===== src/rtl/ble_pkg.sv =====
`default_nettype none

package ble_pkg;

  // Sequencer states of the estimator
  typedef enum logic [2:0] {
    ST_IDLE,
    ST_TRIM,
    ST_MEAN,
    ST_SEARCH,
    ST_INTERP,
    ST_FIN
  } state_e;

  // Configuration register indexes
  typedef enum logic [1:0] {
    CFG_MAX_DROP  = 2'd0,
    CFG_TOLERANCE = 2'd1,
    CFG_REQ_CONF  = 2'd2
  } cfg_idx_e;

  localparam int unsigned CURVE_POINTS = 12;
  localparam int unsigned CURVE_IDX_W  = 4;
  localparam int unsigned DEN_W        = 8;   // holds every curve span and the trim count
  localparam int unsigned PCT_W        = 7;
  localparam int unsigned MV_W         = 16;
  localparam int unsigned CONF_W       = 4;

  localparam logic [CURVE_IDX_W-1:0] CURVE_LAST = CURVE_IDX_W'(CURVE_POINTS - 1);
  localparam logic [PCT_W-1:0]       PCT_FULL   = 7'd100;
  localparam logic [CONF_W-1:0]      CONF_MAX   = 4'd15;

  typedef logic [CURVE_IDX_W-1:0] curve_idx_t;

  // Discharge curve, highest voltage first
  function automatic logic [MV_W-1:0] curve_mv(curve_idx_t idx);
    logic [MV_W-1:0] mv;
    case (idx)
      4'd0:    mv = 16'd4200;
      4'd1:    mv = 16'd4100;
      4'd2:    mv = 16'd4000;
      4'd3:    mv = 16'd3920;
      4'd4:    mv = 16'd3850;
      4'd5:    mv = 16'd3790;
      4'd6:    mv = 16'd3750;
      4'd7:    mv = 16'd3700;
      4'd8:    mv = 16'd3630;
      4'd9:    mv = 16'd3550;
      4'd10:   mv = 16'd3400;
      4'd11:   mv = 16'd3300;
      default: mv = 16'd3300;
    endcase
    return mv;
  endfunction

  function automatic logic [PCT_W-1:0] curve_pct(curve_idx_t idx);
    logic [PCT_W-1:0] pct;
    case (idx)
      4'd0:    pct = 7'd100;
      4'd1:    pct = 7'd90;
      4'd2:    pct = 7'd80;
      4'd3:    pct = 7'd70;
      4'd4:    pct = 7'd60;
      4'd5:    pct = 7'd50;
      4'd6:    pct = 7'd40;
      4'd7:    pct = 7'd30;
      4'd8:    pct = 7'd20;
      4'd9:    pct = 7'd10;
      4'd10:   pct = 7'd5;
      4'd11:   pct = 7'd0;
      default: pct = 7'd0;
    endcase
    return pct;
  endfunction

endpackage

`default_nettype wire


===== src/rtl/ble_div.sv =====
`default_nettype none

// Restoring divider, one quotient bit per cycle.
module ble_div #(
  parameter int unsigned NUM_W = 20,
  parameter int unsigned DEN_W = 8
) (
  input  wire logic             clk_i,
  input  wire logic             rst_ni,
  input  wire logic             start_i,
  input  wire logic [NUM_W-1:0] num_i,
  input  wire logic [DEN_W-1:0] den_i,
  output logic                  done_o,
  output logic [NUM_W-1:0]      quot_o
);

  localparam int unsigned CNT_W = $clog2(NUM_W + 1);

  logic             busy_q;
  logic             done_q;
  logic [CNT_W-1:0] cnt_q;
  logic [NUM_W-1:0] num_q;
  logic [DEN_W-1:0] den_q;
  logic [DEN_W-1:0] rem_q;

  logic [DEN_W:0]   trial;
  logic [DEN_W:0]   diff;
  logic             ge;

  assign trial = {rem_q, num_q[NUM_W-1]};
  assign diff  = trial - {1'b0, den_q};
  assign ge    = (trial >= {1'b0, den_q});

  always_ff @(posedge clk_i or negedge rst_ni) begin
    if (!rst_ni) begin
      busy_q <= 1'b0;
      done_q <= 1'b0;
      cnt_q  <= '0;
    end else begin
      done_q <= 1'b0;
      if (start_i) begin
        busy_q <= 1'b1;
        cnt_q  <= '0;
      end else if (busy_q) begin
        cnt_q <= cnt_q + 1'b1;
        if (cnt_q == CNT_W'(NUM_W - 1)) begin
          busy_q <= 1'b0;
          done_q <= 1'b1;
        end
      end
    end
  end

  always_ff @(posedge clk_i) begin
    if (start_i) begin
      num_q <= num_i;
      den_q <= den_i;
      rem_q <= '0;
    end else if (busy_q) begin
      // quotient bits shift in behind the dividend
      num_q <= {num_q[NUM_W-2:0], ge};
      rem_q <= ge ? diff[DEN_W-1:0] : trial[DEN_W-1:0];
    end
  end

  assign done_o = done_q;
  assign quot_o = num_q;

endmodule

`default_nettype wire


===== src/rtl/battery_level_estimator_top.sv =====
`default_nettype none

// Battery level estimator.
// Input channel (in_valid_i/in_ready_o, sample_mv_i) takes one voltage sample
// per item. Every SAMPLE_COUNT samples form a group; the group's trimmed mean
// (min and max dropped, rounded average) is mapped onto the discharge curve and
// passed through the drop stabilizer. One result item per group leaves on the
// output channel (out_valid_o/out_ready_i); samples that do not close a group
// give no result.
// The closing sample is followed by the trim, the mean by reciprocal
// multiply, the curve search over up to 12 curve points, the interpolation
// division (only inside the curve, SUM_W = 16 + clog2(SAMPLE_COUNT) quotient
// bits) and the final state. The divider produces one quotient bit per
// cycle. in_ready_o is low while the result is computed.
// The result sits in an output register; further samples are taken while it
// waits. A stalled receiver only holds the sequencer when the next group is
// finished before the previous result has left.
// Reset clears the group, the stabilizer history and loads the register
// defaults (drop 15, tolerance 5, confirmations 2). Config writes (cfg_we_i,
// cfg_idx_i, cfg_data_i) take effect at once; write only while idle.
module battery_level_estimator_top #(
  parameter int unsigned SAMPLE_COUNT = 5
) (
  input  wire logic                     clk_i,
  input  wire logic                     rst_ni,
  input  wire logic                     cfg_we_i,
  input  wire logic [1:0]               cfg_idx_i,
  input  wire logic [6:0]               cfg_data_i,
  input  wire logic                     in_valid_i,
  output logic                          in_ready_o,
  input  wire logic [ble_pkg::MV_W-1:0] sample_mv_i,
  output logic                          out_valid_o,
  input  wire logic                     out_ready_i,
  output logic [ble_pkg::MV_W-1:0]      voltage_mv_o,
  output logic [ble_pkg::PCT_W-1:0]     measured_percent_o,
  output logic [ble_pkg::PCT_W-1:0]     stable_percent_out_o,
  output logic                          drop_pending_o
);

  import ble_pkg::*;

  localparam int unsigned SUM_W    = MV_W + $clog2(SAMPLE_COUNT);
  localparam int unsigned CNT_W    = $clog2(SAMPLE_COUNT);
  localparam int unsigned HALF     = (SAMPLE_COUNT - 2) / 2;
  localparam int unsigned TRIM_CNT = SAMPLE_COUNT - 2;
  localparam int unsigned PROD_W   = 2 * SUM_W + 1;

  // mean = (trimmed sum * RECIP) >> RECIP_SH, exact for any SUM_W-bit sum
  localparam int unsigned     RECIP_SH = SUM_W + $clog2(TRIM_CNT);
  localparam logic [SUM_W:0]  RECIP    = (SUM_W + 1)'(((64'd1 << RECIP_SH) +
                                         64'(TRIM_CNT) - 64'd1) / 64'(TRIM_CNT));

  state_e state_q, state_d;

  // configuration
  logic [PCT_W-1:0]  max_drop_q;
  logic [PCT_W-1:0]  tol_q;
  logic [CONF_W-1:0] req_conf_q;

  // group accumulation
  logic [CNT_W-1:0]  cnt_q;
  logic [SUM_W-1:0]  sum_q;
  logic [MV_W-1:0]   min_q;
  logic [MV_W-1:0]   max_q;

  // per-group working values
  logic [SUM_W-1:0]  trim_q;
  logic [MV_W-1:0]   mv_q;
  curve_idx_t        idx_q;
  logic [PCT_W-1:0]  pct_q;

  // stabilizer history
  logic              hv_q;
  logic [PCT_W-1:0]  stable_q;
  logic [PCT_W-1:0]  pend_q;
  logic [CONF_W-1:0] pcnt_q;

  // result register
  logic              out_valid_q;
  logic [MV_W-1:0]   out_mv_q;
  logic [PCT_W-1:0]  out_meas_q;
  logic [PCT_W-1:0]  out_stable_q;
  logic              out_pend_q;

  logic              in_acc;
  logic              last_sample;
  logic              div_start;
  logic [SUM_W-1:0]  div_num;
  logic [DEN_W-1:0]  div_den;
  logic              div_done;
  logic [SUM_W-1:0]  div_quot;
  logic              mv_ge;
  logic              fin_go;

  // interpolation terms for the current curve segment
  logic [MV_W-1:0]   seg_span16;
  logic [MV_W-1:0]   seg_off16;
  logic [PCT_W-1:0]  seg_rise7;
  logic [11:0]       seg_prod;
  logic [SUM_W-1:0]  interp_num;
  logic [SUM_W-1:0]  trim_num;
  logic [PROD_W-1:0] mean_prod;

  assign in_acc      = in_valid_i && in_ready_o;
  assign last_sample = (cnt_q == CNT_W'(SAMPLE_COUNT - 1));
  assign mv_ge       = (mv_q >= curve_mv(idx_q));
  assign fin_go      = !out_valid_q || out_ready_i;

  assign seg_span16 = curve_mv(idx_q - 1'b1) - curve_mv(idx_q);
  assign seg_off16  = mv_q - curve_mv(idx_q);
  assign seg_rise7  = curve_pct(idx_q - 1'b1) - curve_pct(idx_q);
  assign seg_prod   = seg_off16[7:0] * seg_rise7[3:0];
  assign interp_num = SUM_W'(seg_prod) + SUM_W'(seg_span16[7:1]);
  assign trim_num   = sum_q - SUM_W'(min_q) - SUM_W'(max_q) + SUM_W'(HALF);
  assign mean_prod  = PROD_W'(trim_q) * PROD_W'(RECIP);

  assign div_num = interp_num;
  assign div_den = seg_span16[DEN_W-1:0];

  ble_div #(
    .NUM_W (SUM_W),
    .DEN_W (DEN_W)
  ) u_div (
    .clk_i   (clk_i),
    .rst_ni  (rst_ni),
    .start_i (div_start),
    .num_i   (div_num),
    .den_i   (div_den),
    .done_o  (div_done),
    .quot_o  (div_quot)
  );

  // next state
  always_comb begin
    state_d = state_q;
    unique case (state_q)
      ST_IDLE:   if (in_acc && last_sample) state_d = ST_TRIM;
      ST_TRIM:   state_d = ST_MEAN;
      ST_MEAN:   state_d = ST_SEARCH;
      ST_SEARCH: begin
        if (mv_ge) begin
          state_d = (idx_q == '0) ? ST_FIN : ST_INTERP;
        end else if (idx_q == CURVE_LAST) begin
          state_d = ST_FIN;
        end
      end
      ST_INTERP: if (div_done) state_d = ST_FIN;
      ST_FIN:    if (fin_go) state_d = ST_IDLE;
      default:   state_d = ST_IDLE;
    endcase
  end

  // sequencer outputs
  always_comb begin
    in_ready_o = 1'b0;
    div_start  = 1'b0;
    unique case (state_q)
      ST_IDLE:   in_ready_o = 1'b1;
      ST_SEARCH: div_start  = mv_ge && (idx_q != '0);
      ST_TRIM, ST_MEAN, ST_INTERP, ST_FIN: ;
      default: ;
    endcase
  end

  // stabilizer decision for pct_q
  logic              drop_ok;
  logic [PCT_W-1:0]  pdiff;
  logic [PCT_W-1:0]  stab_pend;
  logic [CONF_W-1:0] stab_cnt;
  logic              stab_take;

  always_comb begin
    drop_ok   = !hv_q || (pct_q >= stable_q) || ((stable_q - pct_q) <= max_drop_q);
    pdiff     = (pend_q > pct_q) ? (pend_q - pct_q) : (pct_q - pend_q);
    stab_pend = pend_q;
    stab_cnt  = pcnt_q;
    if ((pcnt_q != '0) && (pdiff <= tol_q)) begin
      if (pcnt_q < CONF_MAX) stab_cnt = pcnt_q + 1'b1;
    end else begin
      stab_pend = pct_q;
      stab_cnt  = CONF_W'(1);
    end
    stab_take = drop_ok || (stab_cnt >= req_conf_q);
  end

  always_ff @(posedge clk_i or negedge rst_ni) begin
    if (!rst_ni) begin
      state_q    <= ST_IDLE;
      max_drop_q <= 7'd15;
      tol_q      <= 7'd5;
      req_conf_q <= 4'd2;
      cnt_q      <= '0;
      hv_q       <= 1'b0;
      stable_q   <= '0;
      pend_q     <= '0;
      pcnt_q     <= '0;
      out_valid_q <= 1'b0;
    end else begin
      state_q <= state_d;

      if (cfg_we_i) begin
        unique case (cfg_idx_i)
          CFG_MAX_DROP:  max_drop_q <= cfg_data_i;
          CFG_TOLERANCE: tol_q      <= cfg_data_i;
          CFG_REQ_CONF:  req_conf_q <= cfg_data_i[CONF_W-1:0];
          default: ;
        endcase
      end

      if (in_acc) cnt_q <= last_sample ? '0 : cnt_q + 1'b1;

      if (state_q == ST_FIN && fin_go) begin
        out_valid_q <= 1'b1;
      end else if (out_valid_q && out_ready_i) begin
        out_valid_q <= 1'b0;
      end

      if (state_q == ST_FIN && fin_go) begin
        if (stab_take) begin
          hv_q     <= 1'b1;
          stable_q <= pct_q;
          pend_q   <= '0;
          pcnt_q   <= '0;
        end else begin
          pend_q <= stab_pend;
          pcnt_q <= stab_cnt;
        end
      end
    end
  end

  // datapath, no reset needed
  always_ff @(posedge clk_i) begin
    if (in_acc) begin
      if (cnt_q == '0) begin
        sum_q <= SUM_W'(sample_mv_i);
        min_q <= sample_mv_i;
        max_q <= sample_mv_i;
      end else begin
        sum_q <= sum_q + SUM_W'(sample_mv_i);
        if (sample_mv_i < min_q) min_q <= sample_mv_i;
        if (sample_mv_i > max_q) max_q <= sample_mv_i;
      end
    end

    case (state_q)
      ST_TRIM: begin
        trim_q <= trim_num;
      end
      ST_MEAN: begin
        mv_q  <= mean_prod[RECIP_SH +: MV_W];
        idx_q <= '0;
      end
      ST_SEARCH: begin
        if (mv_ge && idx_q == '0) begin
          pct_q <= PCT_FULL;
        end else if (!mv_ge && idx_q == CURVE_LAST) begin
          pct_q <= '0;
        end else if (!mv_ge) begin
          idx_q <= idx_q + 1'b1;
        end
      end
      ST_INTERP: begin
        if (div_done) pct_q <= curve_pct(idx_q) + div_quot[PCT_W-1:0];
      end
      ST_FIN: begin
        if (fin_go) begin
          out_mv_q     <= mv_q;
          out_meas_q   <= pct_q;
          out_stable_q <= stab_take ? pct_q : stable_q;
          out_pend_q   <= !stab_take;
        end
      end
      default: ;
    endcase
  end

  assign out_valid_o          = out_valid_q;
  assign voltage_mv_o         = out_mv_q;
  assign measured_percent_o   = out_meas_q;
  assign stable_percent_out_o = out_stable_q;
  assign drop_pending_o       = out_pend_q;

  // divider finishes only while the sequencer waits for it
  a_div_done_state: assert property (@(posedge clk_i) disable iff (!rst_ni)
    div_done |-> (state_q == ST_INTERP))
    else $error("divider done outside a wait state");

  // a new result only comes from the final state
  a_out_from_fin: assert property (@(posedge clk_i) disable iff (!rst_ni)
    $rose(out_valid_q) |-> $past(state_q == ST_FIN))
    else $error("result raised outside final state");

  // pending flag of the shown result tracks the confirmation counter
  a_pend_match: assert property (@(posedge clk_i) disable iff (!rst_ni)
    out_valid_q |-> (out_pend_q == (pcnt_q != '0)))
    else $error("drop pending flag out of step with counter");

  // percentages stay on the curve range
  a_pct_range: assert property (@(posedge clk_i) disable iff (!rst_ni)
    out_valid_q |-> (out_meas_q <= PCT_FULL && out_stable_q <= PCT_FULL))
    else $error("percentage above full scale");

  // no sample taken in the mean and interpolation states
  a_busy_no_take: assert property (@(posedge clk_i) disable iff (!rst_ni)
    (state_q == ST_MEAN || state_q == ST_INTERP) |-> !in_ready_o)
    else $error("sample accepted while busy");

endmodule

`default_nettype wire

===== config.mk =====
export PLATFORM = sky130hd
export DESIGN_NAME = battery_level_estimator_top
export DESIGN_NICKNAME = d
export VERILOG_FILES = /design/src/rtl/ble_pkg.sv /design/src/rtl/ble_div.sv /design/src/rtl/battery_level_estimator_top.sv
export SDC_FILE = /design/constraint.sdc
export NUM_CORES = 1
export LEC_CHECK = 0
export ABC_AREA = 1
export BUFFER_PORTS_ARGS = -buffer_cell sky130_fd_sc_hd__buf_4
export CAP_MARGIN = 20
export CORE_ASPECT_RATIO = 1.1
export CORE_MARGIN = 4
export CORE_UTILIZATION = 65
export DETAILED_ROUTE_END_ITERATION = 10
export PLACE_DENSITY = 0.81
export SLEW_MARGIN = 20
export SYNTH_ARGS = -nofsm -noshare
export SYNTH_HDL_FRONTEND = slang
export SYNTH_SLANG_ARGS = --single-unit

===== constraint.sdc =====
create_clock -name clk_i -period 11.3 [get_ports clk_i]
set_clock_uncertainty 0.2 [all_clocks]
set_input_delay 2.26 -clock clk_i [delete_from_list [all_inputs] [get_ports clk_i]]
set_output_delay 2.26 -clock clk_i [all_outputs]
set_load 0.02 [all_outputs]

==> flow_summary_export.csv, run 1 <==
group,metric,value,unit
status,outcome,"complete, no violations",
timing,post-route-min-period,6.47,ns
logic_synthesis,synth_area_per_cell,8.79,sq um
timing,finalCritPeriodShare,57.3,%
timing,tns,0,ns
detailed_routing,routed_wl,47200,um
detailed_routing,vias,16500,
timing,slew_viol_final,0,
timing,hold_violations,0,
critical_path,worstPathMaxFanout,10,
logic_synthesis,netlist.area_leader.share,21.7,%
critical_path,crit_path_start_kind,"register",
finish,post-route-util,71.7,%
logic_synthesis,synth_top_area_cell,"edfxtp_1",
logic_synthesis,ys_ff_latch,231,
min_path,hp-class,"reg -> reg",
timing,clock.fmax,154,MHz
finish,final_cell_mix,"487 x inv_1, 430 x nand2_1, 325 x ha_1",
min_path,hp-start,"mv_q[15]",
floorplan,core,32400,sq um
place,hpwl,38900,um
floorplan,dieArea,35800,sq um
global_routing,grt_max_degree,52,
logic_synthesis,synth_enable_flop_cells,154,
critical_path,end_kind,"register",
critical_path,max_stage_delay,0.54,ns
global_routing,grt-ovfl-total,0,
cts,clock_path_buffers,3,
place,place_area,22300,sq um
timing,rsz0062_at_grt,"no",
cts,clock_latency,0.55,ns
global_routing,grt_pass1_wl,79400,um
logic_synthesis,ys_seq_area_share,30.1,%
finish,diodes,0,
logic_synthesis,synth_fp_nets,2926,
timing,finalSetupViolations,0,
logic_synthesis,synth_cells,2426,
cts,cts_tree,"done",
cts,cts_root_buf,"clkbuf_16",
critical_path,critical_path_required,11.40,ns
cts,ctsResizeCount,0,
detailed_routing,wire_per_inst,16.0,um
critical_path,cp_slowest_cell,"edfxtp_1",
place,gp_congestion,1.03,
cts,cts.hold.buffers_added,0,
cts,clkTransAtPathRegs,0.06,ns
floorplan,die_h,198,um
detailed_routing,ant_nets,0,
cts,clock-sinks,231,
detailed_routing,first_iter_violations,1156,
finish,area_growth,8.76,%
detailed_routing,vias_per_cell,5.60,
logic_synthesis,synth_ff_type,"edfxtp_1",
critical_path,rr_startpoint,"idx_q[0]",
timing,relSlewSlack,32.1,%
detailed_routing,drc,0,
logic_synthesis,synthesis.area,21300,sq um
critical_path,reg2reg_depth,27,
timing,worst_slew_pin_slew,1.02,ns
logic_synthesis,postSynth.asyncResetShare,22.1,%
min_path,hold_depth,0,
cts,numCtsBuffers,26,
global_routing,grt_pass1_vias,16800,
finish,stdcell_area,23200,sq um
place,portBuffers,62,
detailed_routing,drtPass1Iterations,7,
critical_path,rr_endpoint,"u_div.quot_o[10]",
logic_synthesis,yosysWarnings,0,
logic_synthesis,ys_types,54,
cts,htreeDepth,1,
global_routing,antenna_found_initial,1,
critical_path,r2r_setup_slack,4.83,ns
finish,layout-drive-gt1-share,6.23,%
finish,nNetsFinal,3002,
cts,post_cts_buffers,0,
critical_path,critPathArrivalTime,6.57,ns
floorplan,rows,69,
global_routing,gr-usage-all-layers,26.8,%
floorplan,io_pins,63,
finish,final_common_cell,"inv_1",
floorplan,dieWidth,181,um
critical_path,worstSetupPathType,"reg -> reg",
min_path,worstHoldEndpoint,"voltage_mv_o[15]",
floorplan,initial_core_util,65.9,%
logic_synthesis,yosys-top-cells-area,"edfxtp_1 22%, ha_1 19%, fa_1 14%",
job,drv_cap,0,
-- cells by family after synthesis --
kind of cell             Yosys count  share of synthesized area, %
adder cells (fa/ha/maj)          470                          32.7
flip-flops                       231                          30.1
AO/OA/AOI/OAI                    381                          9.85
buffers and inverters            515                          9.23
AND/OR/NAND/NOR                  753                          15.0
XOR/XNOR                          76                          3.16
-- synth_stat cells, drive strengths merged (15+ instances only) --
cell type and n:
o21ai 162, xnor2 32, nand2 439, fa 145, dfxtp 26, xor2 44
nand3 106, edfxtp 154, nor3 25, nor2 138, dfrtp 44, ha 325
inv 496, nand4 16, a21oi 146, o21a 15
-- worst max-delay path: cells and delay by family (launching register included) --
kind	cells	cell delay (ns)
flip-flops	1	0.54
buffers and inverters	5	0.51
AND/OR/NAND/NOR	7	0.82
AO/OA/AOI/OAI	6	0.98
adder cells (fa/ha/maj)	7	2.58
XOR/XNOR	2	0.59
-- cell type report --
cell class                 count  area, sq um
multi-input combinational   1680        12900
fill                        2393         9180
sequential                   231         6430
inverter                     496         1860
clock buffer                  28          679
tap                          426          533
timing repair buffer          67          503
clock inverter                20          260
-- metal layers --
| metal | track usage [%] | share of wire, % | vias up | wire (um) |
|---|---|---|---|---|
| li1 | - | - | 8080 | - |
| met5 | 0 | 0.028 | - | 13 |
| met4 | 11.4 | 4.6 | 2 | 2180 |
| met3 | 3.53 | 4.5 | 146 | 2130 |
| met2 | 48.3 | 51 | 460 | 24000 |
| met1 | 32.5 | 40 | 7819 | 19000 |
-- through the flow --
stage               hold slack, ns  instances  setup WS, ns
finish                       0.248       2948          4.83
global route                 0.273       2948          4.36
CTS                          0.249       2948          4.90
detailed placement           0.234       2900          4.91
global placement             0.234       2900          5.14
floorplan                    0.222       2426          5.43
-- worst max path at each step --
stage                     cells past startpoint  slack, ns          endpoint      from
after floorplan                              27       5.43  u_div.quot_o[10]  idx_q[0]
after global placement                       27       5.14  u_div.quot_o[10]  idx_q[0]
after detailed placement                     27       4.91  u_div.quot_o[10]  idx_q[0]
after CTS                                    27       4.90  u_div.quot_o[10]  idx_q[0]
after global routing                         27       4.36  u_div.quot_o[10]  idx_q[0]
final                                        27       4.83  u_div.quot_o[10]  idx_q[0]
-- flip-flops by register name, summed over array words and instances, names as in the netlist, 5 cells and up, named ones only --
signal,count
tol_q,7
u_div.quot_o,19
pct_q,7
stable_q,7
u_div.rem_q,8
max_drop_q,7
u_div.den_q,7
sum_q,19
max_q,16
stable_percent_out_o,7
min_q,16
mv_q,16
u_div.cnt_q,5
trim_q,19
pend_q,7
measured_percent_o,7
voltage_mv_o,16
Power of run 1 is not shown: default switching activity piles up to over one toggle a cycle in this logic, so the estimate is an artifact.
==> run 2: changes to the inputs <==
- CORE_UTILIZATION: 65 -> 58
- PLACE_DENSITY: 0.81 -> 0.76
- clock period: 11.3 -> 5.5 ns (I/O delays scaled with it)
==> run 2 against run 1 <==
Cell area is 4.7% higher. Final cell count is 4.9% higher. Flip-flop and latch count stayed put. First-iteration DRC count is 17% lower. Non-clock buffer count is 82 higher. Wire length is 7.7% higher. Setup slack worse by 4.8 ns. Fmax is 18% higher. Critical path type unchanged. Register-to-register slack worse by 4.8 ns.
==> flow_summary_export.csv, run 2 (synthesized netlist as in run 1, its figures left out) <==
group,metric,value,unit
cts,cts_tree,"done",
min_path,hp-class,"reg -> reg",
critical_path,r2r_setup_slack,0.006,ns
critical_path,worstSetupPathType,"reg -> reg",
global_routing,antenna_found_initial,0,
global_routing,grt_pass1_vias,16800,
min_path,hold_depth,2,
detailed_routing,ant_nets,0,
critical_path,critPathArrivalTime,5.55,ns
critical_path,worstPathMaxFanout,6,
timing,tns,0,ns
timing,finalSetupViolations,0,
finish,stdcell_area,24300,sq um
floorplan,dieWidth,191,um
cts,htreeDepth,1,
job,drv_cap,0,
floorplan,rows,73,
finish,area_growth,13.9,%
timing,finalCritPeriodShare,99.9,%
timing,hold_violations,0,
global_routing,grt-ovfl-total,0,
detailed_routing,drtPass1Iterations,6,
place,gp_congestion,0.973,
min_path,worstHoldEndpoint,"hv_q",
cts,clock_latency,0.55,ns
status,outcome,"complete, no violations",
finish,final_cell_mix,"475 x inv_1, 420 x nand2_1, 299 x ha_1",
min_path,hp-start,"hv_q",
global_routing,grt_max_degree,52,
floorplan,core,36300,sq um
timing,relSlewSlack,27.0,%
detailed_routing,routed_wl,50900,um
timing,clock.fmax,182,MHz
detailed_routing,wl_met2,25800,um
place,hpwl,40700,um
cts,clock_path_buffers,3,
finish,final_common_cell,"inv_1",
critical_path,rr_endpoint,"u_div.quot_o[9]",
detailed_routing,drc,0,
floorplan,initial_core_util,58.8,%
finish,layout-drive-gt1-share,12.8,%
global_routing,grt_pass1_wl,81600,um
detailed_routing,highest_layer,"met4",
finish,fill_cells,2871,
finish,seqCellArea,6430,sq um
detailed_routing,vias,16600,
cts,numCtsBuffers,26,
detailed_routing,wire_per_inst,16.4,um
detailed_routing,dr_wl_met3,2110,um
detailed_routing,wl_met1,21300,um
place,place_area,22800,sq um
cts,clock-sinks,231,
critical_path,reg2reg_depth,26,
critical_path,rr_startpoint,"idx_q[0]",
finish,nNetsFinal,3085,
timing,post-route-min-period,5.49,ns
place,portBuffers,62,
timing,rsz0062_at_grt,"yes",
detailed_routing,first_iter_violations,958,
critical_path,crit_path_start_kind,"register",
floorplan,die_h,209,um
timing,worst_slew_pin_slew,1.09,ns
finish,multi_input_area,13400,sq um
global_routing,gr-usage-all-layers,24.9,%
detailed_routing,vias_per_cell,5.36,
timing,slew_viol_final,0,
critical_path,critical_path_required,5.55,ns
cts,clkTransAtPathRegs,0.06,ns
critical_path,end_kind,"register",
floorplan,dieArea,39900,sq um
finish,diodes,0,
cts,cts_root_buf,"clkbuf_16",
floorplan,io_pins,63,
run 2: cell types whose count changed in the layout (fill, tap and decap cells not counted), sizes merged:
cell / delta
inv: -1
clkbuf: +6
clkinvlp: +3
bufinv: -6
clkinv: -1
buf: +82
run 2: cell type report:
cell class              count  share of cell area, %
repair inverters            1                 0.0206
flip-flops and latches    231                   26.5
repair buffers            149                   4.67
multi-input cells        1680                   55.3
inverters                 496                   7.68
clock buffers              34                   2.98
clock inverters            14                  0.355
well taps                 487                   2.51
run 2: worst max path at each step:
stage | start | to | slack, ns | cells after the start
after global routing | idx_q[0] | u_div.quot_o[9] | -0.17 | 26
after detailed placement | idx_q[0] | u_div.quot_o[9] | -0.13 | 25
after floorplan | idx_q[0] | u_div.quot_o[10] | -0.006 | 27
final | idx_q[0] | u_div.quot_o[9] | 0.006 | 26
after global placement | idx_q[0] | u_div.quot_o[9] | 0.01 | 25
after CTS | idx_q[0] | u_div.quot_o[10] | 0.002 | 28
run 2: repair_timing:
action                                  4_1_cts  5_1_grt
gates resized for setup                      13       92
pin swaps                                     9       42
endpoints found under the setup margin        6       50
endpoints found under the hold margin         0        0
buffers inserted                              8       21
hold buffers                                  0        0
cloned                                        0        1
run 2: metrics by stage:
stage	worst slack (ns)	util, %	std cells	hold WS [ns]
2_1_floorplan	-0.00561	-	2426	0.222
3_3_place_gp	0.0133	62.9	3014	0.236
3_5_place_dp	-0.133	62.9	3014	0.245
4_1_cts	0.00236	65.5	3070	0.261
5_1_grt	-0.169	67.0	3092	0.269
6_report	0.00638	67.0	3092	0.259
run 2: routing by layer:
metal | up-vias | global-route usage [%]
met1 | 7889 | 31.7
met3 | 97 | 3.06
met4 | 0 | 7.11
li1 | 8226 | -
met2 | 365 | 44.6
met5 | - | 0
run 2: worst max-delay path, stage by stage (launching register included):
cell and delay (ns):
edfxtp_1 0.41, inv_2 0.14, ha_4 0.14, inv_2 0.04, ha_4 0.29, o21ai_4 0.07
o21ai_2 0.07, inv_1 0.06, ha_1 0.28, nand2_1 0.06, o21ai_2 0.16, xnor2_2 0.15
xor2_2 0.23, buf_4 0.15, nor2_2 0.04, fa_1 0.47, fa_1 0.54, inv_1 0.06
fa_1 0.52, inv_1 0.07, ha_4 0.30, nand2_1 0.09, nor2_2 0.16, a21oi_2 0.09
o21ai_1 0.19, xnor2_1 0.15, o21ai_1 0.10
Power of run 2 is left out for the same reason.
==> run 3: changes to the inputs <==
- ABC_AREA: 1 -> not set
==> run 3 against run 2 <==
The flow now finishes with violations (negative setup slack). Area after synthesis shrank 5.0%. Non-clock buffer count grew 87. Via count shrank 11%. Critical endpoint is now u_div.quot_o[11]. First-iteration DRC count shrank 9.2%. Register-to-register slack lost 0.28 ns. Cell area shrank 0.62%. Sequential share of layout area grew 0.16 points. Core utilization grew 3.2 points. Wire length shrank 8.5%. Worst hold slack gained 0.038 ns.
==> flow_summary_export.csv, run 3 <==
group,metric,value,unit
logic_synthesis,synth_enable_flop_cells,154,
pwr,switching_share,22.1,%
logic_synthesis,postSynth.asyncResetShare,22.1,%
cts,clock_latency,0.56,ns
logic_synthesis,yosysWarnings,0,
finish,final_cells,2632,
place,dp.cells,2552,
detailed_routing,routed_wl,46500,um
logic_synthesis,synth_most_common_cell,"inv_1",
global_routing,grt_pass1_vias,15300,
timing,finalCritPeriodShare,105,%
finish,fill_cells,2418,
finish,nNetsFinal,2673,
logic_synthesis,synth_cells,1934,
critical_path,worstPathMaxFanout,4,
finish,diodes,0,
logic_synthesis,synth_area_per_cell,10.5,sq um
logic_synthesis,synthesis.area,20300,sq um
floorplan,dieArea,38000,sq um
logic_synthesis,synth_top_area_cell,"edfxtp_1",
detailed_routing,drtPass1Iterations,5,
timing,setup_ws,-0.274,ns
cts,cts_tree,"done",
pwr,p_int,3.07,mW
timing,post-route-min-period,5.77,ns
global_routing,antenna_found_initial,0,
pwr,leakage,11.4,nW
global_routing,grt-ovfl-total,0,
floorplan,rows,71,
cts,clock_path_buffers,3,
timing,worst_slew_pin_slew,0.973,ns
cts,clkTransAtPathRegs,0.07,ns
logic_synthesis,synth_commonest_cells,"349 x inv_1, 325 x ha_1, 154 x edfxtp_1",
pwr,clkPwrFrac,46.9,%
logic_synthesis,ys_seq_area_share,31.7,%
critical_path,reg2reg_depth,26,
detailed_routing,vias,14700,
timing,rsz0062_at_grt,"yes",
logic_synthesis,synthXorXnorAreaFrac,4.11,%
logic_synthesis,synth-simple-area-share,8.84,%
floorplan,die_h,204,um
place,hpwl,36400,um
timing,clock.fmax,173,MHz
global_routing,grt_pass1_wl,74600,um
timing,hold_violations,0,
logic_synthesis,synth.area.mux_share,2.62,%
floorplan,io_pins,63,
pwr,seqPwrFrac,47.8,%
finish,area_growth,19.2,%
finish,layout-drive-gt1-share,20.9,%
timing,relSlewSlack,35.1,%
detailed_routing,wire_per_inst,17.7,um
critical_path,worstSetupPathType,"reg -> reg",
pwr,power,3.94,mW
job,drv_cap,0,
logic_synthesis,ys_types,83,
place,portBuffers,62,
critical_path,critical_path_required,5.69,ns
logic_synthesis,synth_ff_type,"edfxtp_1",
detailed_routing,drc,0,
finish,seqCellArea,6430,sq um
cts,numCtsBuffers,27,
status,outcome,"complete, but fails checks",
global_routing,gr-usage-all-layers,24.2,%
place,gp_congestion,0.907,
detailed_routing,first_iter_violations,870,
cts,clock-sinks,231,
pwr,pwr-share-comb,5.3,%
finish,final_cell_mix,"329 x inv_1, 301 x ha_1, 220 x buf_4",
timing,finalSetupViolations,34,
floorplan,dieWidth,186,um
critical_path,critPathArrivalTime,5.97,ns
cts,cts.hold.buffers_added,0,
logic_synthesis,synth_compound_area_share,11.2,%
pwr,p_sw,0.872,mW
logic_synthesis,synth_fa_ha_area_share,34.4,%
critical_path,end_kind,"register",
global_routing,grt_max_degree,52,
min_path,hp-class,"reg -> reg",
detailed_routing,vias_per_cell,5.58,
pwr,ir_drop,0.253,mV
cts,htreeDepth,1,
pwr,powerDensity,163,nW/um^2
cts,cts_root_buf,"clkbuf_16",
logic_synthesis,synth_top_family_by_area,"adder cells",
min_path,hold_depth,0,
floorplan,core,34400,sq um
logic_synthesis,ys_ff_latch,231,
detailed_routing,ant_nets,0,
floorplan,initial_core_util,58.9,%
critical_path,crit_path_start_kind,"register",
logic_synthesis,synth_fp_nets,2434,
logic_synthesis,yosys-top-cells-area,"edfxtp_1 23%, ha_1 20%, fa_1 14%",
logic_synthesis,netlist.area_leader.share,22.8,%
timing,slew_viol_final,0,
finish,final_common_cell,"inv_1",
status,violations,"negative setup slack",
finish,multi_input_area,13100,sq um
[run 3: cell count changes after synthesis, moves of 15 or more]
cell      delta
xnor2_1     +21
mux2_2      +22
nand2b_1    +23
clkbuf_1    +15
a21o_1      +43
a21oi_1     -50
inv_1      -138
nor2_1      -28
nor2b_1     +26
o21ai_0     -69
nand3_1     -87
mux2i_1     +20
nand2_1    -337
[run 3: cell families after synthesis]
kind of cell | Yosys count
buffers and inverters | 379
and+or+nand+nor | 364
xor gates and xnor gates | 95
AOI/OAI and AO/OA | 348
DFF | 231
adders and majority gates | 470
muxes | 47
[run 3: final cells by class]
type | instances | area share [%]
clock buffers | 31 | 2.86
flip-flops and latches | 231 | 26.6
well taps | 438 | 2.27
clock inverters | 19 | 0.928
repair buffers | 236 | 7.62
multi-input cells | 1324 | 54.2
inverters | 353 | 5.52
[run 3: per-stage QoR]
stage | util [%] | setup slack (ns) | hold slack (ns) | instance area (sq um) | setup TNS (ns)
4_1_cts | 68.9 | -0.183 | 0.301 | 23700 | -1.00
3_5_place_dp | 65.5 | -0.273 | 0.274 | 22500 | -5.86
5_1_grt | 70.2 | -0.482 | 0.311 | 24100 | -10.46
6_report | 70.2 | -0.274 | 0.297 | 24100 | -3.44
3_3_place_gp | 65.5 | -0.137 | 0.260 | 22500 | -2.17
2_1_floorplan | - | -0.269 | 0.226 | 20500 | -0.639
[run 3: path summary, 6_finish.rpt]
kind                       startpoint                to  slack, ns
max                          idx_q[1]  u_div.quot_o[11]      -0.27
min                          mv_q[12]  voltage_mv_o[12]       0.30
max reg2reg                  idx_q[1]  u_div.quot_o[11]      -0.27
min reg2reg                  mv_q[12]  voltage_mv_o[12]       0.30
max in group asynchronous      rst_ni        state_q[2]       4.23
min in group asynchronous      rst_ni          tol_q[5]       0.40
[run 3: metal layers]
metal	wire length [um]	share of wire, %	global-route usage (%)
met1	19500	42	31.5
met5	0	0	0
met3	2240	4.8	3.24
met4	1370	2.9	6.72
met2	23400	50	42.3
[run 3: timing repair]
action                     4_1_cts  5_1_grt
pin swaps                       49       60
buffers inserted                16       18
resized for setup               43       84
setup endpoints to repair       40       47
[run 3: critical path, stage by stage, from the launching register on]
cell and delay (ns):
edfxtp_1 0.48, inv_4 0.11, ha_4 0.14, inv_4 0.03
ha_4 0.28, nor2b_4 0.04, o21a_1 0.19, ha_1 0.27
a21o_1 0.19, a21oi_2 0.17, xnor2_2 0.11, xnor2_2 0.25
nand2b_4 0.19, fa_1 0.43, fa_1 0.46, fa_1 0.51
inv_2 0.05, ha_4 0.22, a21o_1 0.17, a21oi_2 0.16
o21bai_1 0.10, a21oi_2 0.20, o21ai_2 0.10, a21oi_2 0.15
nor2b_2 0.06, o21a_1 0.19, o31ai_2 0.16
[run 3: power groups by stage]
stage                     logic (mW)  clock network [mW]  registers [mW]
after CTS                      0.192                1.88            1.88
after floorplan                0.119                   0            1.92
after global routing           0.234                1.96            1.89
after global placement         0.181                   0            1.92
after detailed placement       0.189                   0            1.92
final                          0.209                1.85            1.89
(Power assumes the default switching activity.)
